File: src/rtl/tta_pkg.sv
`timescale 1ns / 1ps
// ----------------------------------------------------------------------------
// tta_pkg: shared types and constants of the texture transform animator
// Fixed-point constants, series coefficient tables, command and status types.
// ----------------------------------------------------------------------------
package tta_pkg;

    localparam int ANGLE_BITS = 16;
    localparam int CFG_IDX_W  = 3;
    localparam int CFG_DATA_W = 32;
    localparam int DIV_STEPS  = 33;

    localparam logic [31:0] Q16_ONE     = 32'd65536;
    localparam logic [31:0] Q16_HALF    = 32'd32768;
    localparam logic [31:0] Q30_ONE     = 32'd1073741824;
    localparam logic [30:0] HALF_PI_Q30 = 31'd1686629713;
    localparam logic [2:0]  SER_LAST    = 3'd5;
    localparam logic [3:0]  ROT_TERMS   = 4'd12;

    typedef enum logic [2:0] {
        CFG_U_SCALE       = 3'd0,
        CFG_V_SCALE       = 3'd1,
        CFG_U_SCROLL_RATE = 3'd2,
        CFG_V_SCROLL_RATE = 3'd3,
        CFG_SCROLL_ENABLE = 3'd4,
        CFG_ROTATE_RATE   = 3'd5
    } cfg_idx_t;

    typedef enum logic [4:0] {
        ST_IDLE,
        ST_SCRU,
        ST_SCRV,
        ST_ANG,
        ST_ANGW,
        ST_X,
        ST_XW,
        ST_X2,
        ST_X2W,
        ST_SA,
        ST_SB,
        ST_SC,
        ST_SIN,
        ST_SINW,
        ST_FOLD,
        ST_WAITDIV,
        ST_ROT,
        ST_DONE
    } state_t;

    typedef enum logic [3:0] {
        MS_NONE,
        MS_SCROLL_U,
        MS_SCROLL_V,
        MS_ANGLE,
        MS_X,
        MS_X2,
        MS_SER_A,
        MS_SER_B,
        MS_SIN,
        MS_ROT
    } mul_sel_t;

    typedef enum logic [3:0] {
        WB_NONE,
        WB_SCROLL_U,
        WB_SCROLL_V,
        WB_ANGLE,
        WB_X,
        WB_X2,
        WB_SER_B,
        WB_SER_C,
        WB_SIN,
        WB_FOLD,
        WB_ROT,
        WB_OUT
    } wb_sel_t;

    typedef struct packed {
        logic     load;
        logic     div_start;
        mul_sel_t mul_sel;
        wb_sel_t  wb_sel;
        logic [3:0] idx;
        logic     cos_phase;
    } dp_cmd_t;

    typedef struct packed {
        logic div_done;
        logic out_valid;
    } dp_status_t;

    function automatic logic [7:0] ser_k(input logic cos_sel, input logic [2:0] i);
        logic [7:0] k;
        case (i)
            3'd0:    k = cos_sel ? 8'd132 : 8'd156;
            3'd1:    k = cos_sel ? 8'd90  : 8'd110;
            3'd2:    k = cos_sel ? 8'd56  : 8'd72;
            3'd3:    k = cos_sel ? 8'd30  : 8'd42;
            3'd4:    k = cos_sel ? 8'd12  : 8'd20;
            default: k = cos_sel ? 8'd2   : 8'd6;
        endcase
        return k;
    endfunction

    // floor(2^32 / k) for each series coefficient
    function automatic logic [31:0] ser_m(input logic cos_sel, input logic [2:0] i);
        logic [31:0] m;
        case (i)
            3'd0:    m = cos_sel ? 32'd32537631  : 32'd27531841;
            3'd1:    m = cos_sel ? 32'd47721858  : 32'd39045157;
            3'd2:    m = cos_sel ? 32'd76695844  : 32'd59652323;
            3'd3:    m = cos_sel ? 32'd143165576 : 32'd102261126;
            3'd4:    m = cos_sel ? 32'd357913941 : 32'd214748364;
            default: m = cos_sel ? 32'd2147483648 : 32'd715827882;
        endcase
        return m;
    endfunction

    function automatic logic signed [31:0] sat32(input logic signed [51:0] v);
        logic signed [31:0] r;
        if (v > 52'sd2147483647)
            r = 32'sh7FFFFFFF;
        else if (v < -52'sd2147483648)
            r = 32'sh80000000;
        else
            r = v[31:0];
        return r;
    endfunction

    function automatic logic signed [31:0] rnd16_sat(input logic signed [51:0] v);
        logic signed [51:0] w;
        w = (v + 52'sd32768) >>> 16;
        return sat32(w);
    endfunction

endpackage

File: src/rtl/tta_ctrl.sv
`timescale 1ns / 1ps
// ----------------------------------------------------------------------------
// tta_ctrl: sequencer of the texture transform animator
// Steps the datapath through scroll, angle, sine/cosine series and rotation.
// ----------------------------------------------------------------------------
module tta_ctrl (
    input  logic                clk,
    input  logic                rst_n,
    input  logic                in_valid,
    output logic                in_ready,
    input  logic                out_ready,
    input  tta_pkg::dp_status_t status,
    output tta_pkg::dp_cmd_t    cmd
);

    tta_pkg::state_t state_reg, state_next;
    logic [3:0]      cnt_reg, cnt_next;
    logic            cos_reg, cos_next;

    always_ff @(posedge clk or negedge rst_n)
    begin
        if (!rst_n)
        begin
            state_reg <= tta_pkg::ST_IDLE;
            cnt_reg   <= '0;
            cos_reg   <= 1'b0;
        end
        else
        begin
            state_reg <= state_next;
            cnt_reg   <= cnt_next;
            cos_reg   <= cos_next;
        end
    end

    always_comb
    begin
        state_next    = state_reg;
        cnt_next      = cnt_reg;
        cos_next      = cos_reg;
        in_ready      = 1'b0;
        cmd.load      = 1'b0;
        cmd.div_start = 1'b0;
        cmd.mul_sel   = tta_pkg::MS_NONE;
        cmd.wb_sel    = tta_pkg::WB_NONE;
        cmd.idx       = cnt_reg;
        cmd.cos_phase = cos_reg;

        case (state_reg)
            tta_pkg::ST_IDLE:
            begin
                in_ready = 1'b1;
                if (in_valid)
                begin
                    cmd.load      = 1'b1;
                    cmd.div_start = 1'b1;
                    cnt_next      = '0;
                    cos_next      = 1'b0;
                    state_next    = tta_pkg::ST_SCRU;
                end
            end
            tta_pkg::ST_SCRU:
            begin
                cmd.mul_sel = tta_pkg::MS_SCROLL_U;
                state_next  = tta_pkg::ST_SCRV;
            end
            tta_pkg::ST_SCRV:
            begin
                cmd.mul_sel = tta_pkg::MS_SCROLL_V;
                cmd.wb_sel  = tta_pkg::WB_SCROLL_U;
                state_next  = tta_pkg::ST_ANG;
            end
            tta_pkg::ST_ANG:
            begin
                cmd.mul_sel = tta_pkg::MS_ANGLE;
                cmd.wb_sel  = tta_pkg::WB_SCROLL_V;
                state_next  = tta_pkg::ST_ANGW;
            end
            tta_pkg::ST_ANGW:
            begin
                cmd.wb_sel = tta_pkg::WB_ANGLE;
                state_next = tta_pkg::ST_X;
            end
            tta_pkg::ST_X:
            begin
                cmd.mul_sel = tta_pkg::MS_X;
                state_next  = tta_pkg::ST_XW;
            end
            tta_pkg::ST_XW:
            begin
                cmd.wb_sel = tta_pkg::WB_X;
                state_next = tta_pkg::ST_X2;
            end
            tta_pkg::ST_X2:
            begin
                cmd.mul_sel = tta_pkg::MS_X2;
                state_next  = tta_pkg::ST_X2W;
            end
            tta_pkg::ST_X2W:
            begin
                cmd.wb_sel = tta_pkg::WB_X2;
                state_next = tta_pkg::ST_SA;
            end
            tta_pkg::ST_SA:
            begin
                cmd.mul_sel = tta_pkg::MS_SER_A;
                state_next  = tta_pkg::ST_SB;
            end
            tta_pkg::ST_SB:
            begin
                cmd.mul_sel = tta_pkg::MS_SER_B;
                cmd.wb_sel  = tta_pkg::WB_SER_B;
                state_next  = tta_pkg::ST_SC;
            end
            tta_pkg::ST_SC:
            begin
                cmd.wb_sel = tta_pkg::WB_SER_C;
                if (cnt_reg[2:0] == tta_pkg::SER_LAST)
                begin
                    cnt_next   = '0;
                    state_next = cos_reg ? tta_pkg::ST_FOLD : tta_pkg::ST_SIN;
                end
                else
                begin
                    cnt_next   = cnt_reg + 4'd1;
                    state_next = tta_pkg::ST_SA;
                end
            end
            tta_pkg::ST_SIN:
            begin
                cmd.mul_sel = tta_pkg::MS_SIN;
                state_next  = tta_pkg::ST_SINW;
            end
            tta_pkg::ST_SINW:
            begin
                cmd.wb_sel = tta_pkg::WB_SIN;
                cos_next   = 1'b1;
                state_next = tta_pkg::ST_SA;
            end
            tta_pkg::ST_FOLD:
            begin
                cmd.wb_sel = tta_pkg::WB_FOLD;
                state_next = tta_pkg::ST_WAITDIV;
            end
            tta_pkg::ST_WAITDIV:
            begin
                if (status.div_done)
                    state_next = tta_pkg::ST_ROT;
            end
            tta_pkg::ST_ROT:
            begin
                if (cnt_reg != tta_pkg::ROT_TERMS)
                    cmd.mul_sel = tta_pkg::MS_ROT;
                if (cnt_reg != 4'd0)
                    cmd.wb_sel = tta_pkg::WB_ROT;
                if (cnt_reg == tta_pkg::ROT_TERMS)
                begin
                    cnt_next   = '0;
                    state_next = tta_pkg::ST_DONE;
                end
                else
                    cnt_next = cnt_reg + 4'd1;
            end
            tta_pkg::ST_DONE:
            begin
                if (!status.out_valid || out_ready)
                begin
                    cmd.wb_sel = tta_pkg::WB_OUT;
                    state_next = tta_pkg::ST_IDLE;
                end
            end
            default:
            begin
                state_next = tta_pkg::ST_IDLE;
            end
        endcase
    end

endmodule

File: config.mk
export PLATFORM = sky130hd
export DESIGN_NAME = tta_ctrl
export DESIGN_NICKNAME = d
export VERILOG_FILES = /design/src/rtl/tta_pkg.sv /design/src/rtl/tta_ctrl.sv
export SDC_FILE = /design/constraint.sdc
export NUM_CORES = 1
export LEC_CHECK = 0
export BUFFER_PORTS_ARGS = -buffer_cell sky130_fd_sc_hd__buf_2
export CELL_PAD_IN_SITES_DETAIL_PLACEMENT = 0
export CELL_PAD_IN_SITES_GLOBAL_PLACEMENT = 1
export CORE_ASPECT_RATIO = 0.6
export CORE_MARGIN = 5
export CORE_UTILIZATION = 34
export CTS_BUF_LIST = sky130_fd_sc_hd__clkbuf_8 sky130_fd_sc_hd__clkbuf_16
export DETAILED_ROUTE_END_ITERATION = 10
export HOLD_SLACK_MARGIN = 0.03
export PLACE_DENSITY_LB_ADDON = 0.25
export SETUP_SLACK_MARGIN = 0.4
export SLEW_MARGIN = 30
export SYNTH_ARGS = -nofsm -noshare
export SYNTH_HDL_FRONTEND = slang
export SYNTH_SLANG_ARGS = --single-unit
File: constraint.sdc
create_clock -name clk -period 1.55 [get_ports clk]
set_input_delay 0.31 -clock clk [delete_from_list [all_inputs] [get_ports clk]]
set_output_delay 0.31 -clock clk [all_outputs]
set_load 0.01 [all_outputs]
* Word level (Yosys, flattened, before mapping)
Index checks and enable logic that the tools add are counted.
** Word-level totals
- Input port bits :: 6
- Bits in registers :: 10
- Logic and storage cells :: 59
- Output and inout bits :: 16
** Cells by class
- Equal/unequal tests :: 24
- Add/sub/neg operators :: 1
- Muxes and demuxes :: 21
- Reduce and logical (&&, ||, !) cells :: 10
** Operators with widths (number)
- 5-bit one-hot mux with 17 select lines :: 1
- 4-bit one-hot mux with 11 select lines :: 1
- 5-bit by 4-bit equality test with 1-bit output, second input constant :: 8
- 4-bit one-hot mux with 9 select lines :: 1
- 4-bit two-way mux :: 6
- 5-bit by 3-bit equality test with 1-bit output, second input constant :: 4
- 5-bit two-way mux :: 4
- 4-bit one-hot mux with 3 select lines :: 1
- 5-bit by 2-bit equality test with 1-bit output, second input constant :: 2
- 5-bit equality test, second input constant :: 2
- 2-bit inequality test, second input constant :: 4
- 2-bit two-way mux :: 3
- 5-bit by 1-bit equality test with 1-bit output, second input constant :: 1
- 5-bit zero test :: 1
- 4-bit by 1-bit adder with 4-bit output, second input constant :: 1
- 4-bit equality test, second input constant :: 1
- 4-bit inequality test, second input constant :: 1
- 2-bit AND reduction :: 2
- 4-bit AND reduction :: 1
- 4-bit nonzero test :: 1
- 3-bit equality test, second input constant :: 1
- 3-bit two-way mux :: 1
- 3-bit nonzero test :: 1
- 1-bit two-way mux :: 2
- 5 further kinds :: 5

* Depth between registers and ports, before layout
- Depth in word-level cells :: 4
- Mapped depth :: 6
- Gate-level depth less buffers :: 6

* Least setup slack after synthesis
No wires, ideal clock.
- Kind :: register to output
- Start :: register state_reg[0]
- End :: output cmd[14] (netlist name)
- Cell stages (with the launch flop) :: 6
- Data arrival time :: 1626 ps
- Path slack :: -386 ps
- Buffers on the path :: 2
- Data required time :: 1240 ps
- Path through :: dfrtp_1 > buf_6 > or4_4 > nor2_1 > and2_1 > buf_4
** RTL lines
- start: declaration :: line tta_ctrl.sv:16 : tta_pkg::state_t state_reg, state_next;
- start signal: assignment :: line tta_ctrl.sv:24 : state_reg <= tta_pkg::ST_IDLE;
- start signal: assignment :: line tta_ctrl.sv:30 : state_reg <= state_next;
- end: declaration :: line tta_ctrl.sv:13 : output tta_pkg::dp_cmd_t cmd

==> impl_results.md <==
- Ant diodes: 0
- First-pass GRT wire length: approximately 5700 um
- Sum of overflow across all layers after global routing: 0
- Fmax achieved: 0.511 GHz
- Peak per-stage delay on the critical path: about 0.42 ns
- Post-synth cell types: 38
- Number of buffers on the longest clock path: 2
- Leakage: about 0.00079 uW
- Wire length reported by the detailed router: 3570 um
- Kind of launch point of the worst setup path: flop
- Initial Util: 0.359
- Hold slack: about 0.38 ns
- Worst IR drop on VDD: 0.939 mV
- Number of rows created at floorplan: 14
- Vias in the first global route: 1164
- Post-layout min period: roughly 2.0 ns
- Failing checks: negative setup slack
- Chain of cells forming the critical path: buf_12, nor4b_4, nand2_2, a21o_1, o31ai_2, buf_2
- Buffer cell driving the clock tree root: sky130_fd_sc_hd__clkbuf_8
- Width of the die: 76.9 um
- DRC violation count after routing: 0
- Final worst-path cycle share: 1.26
- Fraction of synthesized cell area taken by the top area cell type: 0.274
- Setup violators final: 17
- RSZ-0062 raised after global routing: true
- Main area contributors after synthesis: sky130_fd_sc_hd__dfrtp_1, sky130_fd_sc_hd__nand2_1, sky130_fd_sc_hd__nor2_1
- Area delta synth->final: 95.1%
- Worst-case register-to-register setup slack: -0.35 ns
- Worst-case reg-to-reg path depth: 9
- Worst endpoint required time: 1.24 ns
- Yosys warning total: 0
- Cell family with most CP delay: flip-flops
- Critical Path Stages: 6
- Least setup slack across all paths after layout: -0.406 ns
- Post-synthesis cell area: 912 um2
- Setup CP Type: reg -> out
- Die span in y: approximately 50 um
- Worst Max-Slew Pin Slew: 0.319 ns
- Number of input and output port buffers inserted: 21
- Total count of hold-check failures in the final report: 0
- Arrival time reported for the critical path endpoint: around 1.7 ns
- Number of nets in the finished design: 188
- CTS tree: done
- Worst-Skew Late Latency: 0.24 ns
- Inserted Clock Buffers: 3
- CTS H-tree lvls: 1
- Classification of the worst-slack hold path: in -> reg
- First-pass DRT Iterations: 4
- Library cell occupying the most area in the post-synthesis netlist: sky130_fd_sc_hd__dfrtp_1
- Post-synthesis sequential area ratio: 0.274
- Max reg flops: 5
- Crit path buf inv count: 2
- Max Cap Viol: 0
- Post-synthesis area per instance: a little under 8 um2
- Maximum number of pins on one net before global-route repair: 18
- Clock-pin slew reported for the worst setup and hold paths after clock tree synthesis: ~0.050 ns
- Ports: 22
- Highest fanout seen on the critical path: 6
- Gpl congestion: about 0.86
- Filler cell count in the final layout: approximately 170
- Number of antenna-violating nets in the routed design: 0
- Vias post-DR: between 1000 and 1500
- Total power divided by cell area: around 2200 mW/mm2
- Number of cells in the finished layout apart from fillers: 210
- Global-route usage over all layers: 0.185
- Number of nets produced by synthesis: ~130
- CTS sink count: 10
- Slowest library cell on the worst path: sky130_fd_sc_hd__dfrtp_1
- Number of antenna violations at the first check in global routing: 0
- Standard cell core area: between 0.002 and 0.003 mm2
- Crit path capture type: output port
- DRC violation total after the first TritonRoute iteration: 87
- Outcome: complete, but fails checks
- Remaining max-slew budget at the tightest pin: 0.787
- Average detailed-routed wire length per instance: around 17 um
- Post-detail-place hpwl: approximately 2300 um
- Share of layout cells above drive strength 1: 0.680
- Syn Inst Count: 118
- Area enclosed by the die boundary: 0.00385 mm2
- Vias/cell: 5.52
- Yosys reg bits: 10
- Placed Instances: between 150 and 200
- Max-slew violation count: 0
- Worst hold path depth: 3
- Clock Skew: 0.00652 ns
==> worst reg2reg max path, delay by kind of cell (launching register included) <==
kind            cells  cell delay [ns]
simple gates        2             0.38
buf+inv             4             0.56
flops               1             0.42
compound gates      3             0.45
==> layout by cell type (no fill, tap or decap), types with 3 or more instances in the layout <==
cell type / count
sky130_fd_sc_hd__dfrtp_1: 6
sky130_fd_sc_hd__a21oi_1: 3
sky130_fd_sc_hd__buf_6: 26
sky130_fd_sc_hd__dfrtp_2: 4
sky130_fd_sc_hd__nor2_1: 7
sky130_fd_sc_hd__nand2_2: 3
sky130_fd_sc_hd__inv_1: 7
sky130_fd_sc_hd__o22ai_2: 3
sky130_fd_sc_hd__o21ai_2: 6
sky130_fd_sc_hd__nand2_1: 10
sky130_fd_sc_hd__a21oi_2: 4
sky130_fd_sc_hd__nor2_4: 3
sky130_fd_sc_hd__a31oi_1: 3
sky130_fd_sc_hd__buf_2: 15
sky130_fd_sc_hd__buf_4: 22
sky130_fd_sc_hd__clkbuf_8: 4
==> cell usage after synthesis, drive strengths merged <==
master and instances:
nand2 15, nor2 11, dfrtp 10, inv 9
o21ai 9, a21oi 7, o22ai 6, buf 5
clkbuf 5, a22oi 3, a31oi 3, ha 3
nor3 3, a32o 2, and2 2, nand2b 2
nand3 2, nor2b 2, nor3b 2, o31ai 2
o32ai 2, xor2 2, a21o 1, a2bb2oi 1
and2b 1, and3 1, and3b 1, mux2i 1
nand3b 1, nor4b 1, o21a 1, or4 1
xnor2 1
==> power by group <==
part	switching [uW]	internal [uW]	total, uW	leakage (uW)
Clock	109	224	333	0.0000288
Combinational	1540	1570	3110	0.000647
Sequential	132	382	515	0.000117
==> layout make-up <==
class / instances / area [um2] / area share
Multi-Input combinational cell: 89 / 810 / 0.455
Timing Repair Buffer: 66 / 583 / 0.328
Sequential cell: 10 / 255 / 0.143
Clock buffer: 4 / 55.1 / 0.0309
Tap cell: 32 / 40.0 / 0.0225
Inverter: 9 / 36.3 / 0.0204
==> what timing repair did <==
item                                    in CTS  in global routing
hold endpoints to repair                    10                  0
pin swaps                                   13                 11
gates resized for setup                     51                 21
endpoints found under the setup margin      24                 25
hold buffers                                 1                  0
setup buffers                               13                  1
==> worst paths after layout <==
check | startpoint | to
max | state_reg[1]$_DFFE_PN0P_ | cmd[12]
min | status[1] | state_reg[4]$_DFFE_PN0P_
max reg2reg | state_reg[1]$_DFFE_PN0P_ | cnt_reg[2]$_DFFE_PN0P_
min reg2reg | cnt_reg[3]$_DFFE_PN0P_ | cnt_reg[3]$_DFFE_PN0P_
max in group asynchronous | rst_n | cnt_reg[0]$_DFFE_PN0P_
min in group asynchronous | rst_n | cnt_reg[1]$_DFFE_PN0P_
==> cell families after synthesis <==
kind of cell	synth area share
xor+xnor	0.0288
mux	0.0110
compound gates	0.269
simple gates	0.276
buf+inv	0.100
fa+ha+maj	0.0412
flops	0.274
==> stage by stage <==
| stage | setup TNS, ns | power, uW | utilization | instance area, um2 | setup slack, ns |
|---|---|---|---|---|---|
| 6_report | -4.90 | 3950 | 0.700 | 1780 | -0.406 |
| 4_1_cts | -3.92 | 3600 | 0.656 | 1670 | -0.351 |
| 5_1_grt | -6.34 | 4230 | 0.700 | 1780 | -0.480 |
| 3_5_place_dp | -1.06 | 2620 | 0.507 | 1290 | -0.129 |
| 2_1_floorplan | -0.509 | 1810 | - | 987 | -0.229 |
| 3_3_place_gp | -0.787 | 2580 | 0.507 | 1290 | -0.101 |
==> metal layers <==
metal / GRT usage / vias up / wire length (um)
met2: 0.294 / 38 / 1710
met3: 0.0455 / 4 / 182
met5: 0 / - / 0
met1: 0.247 / 582 / 1650
met4: 0.0581 / 0 / 23
li1: - / 535 / -
(Power assumes the default switching activity.)
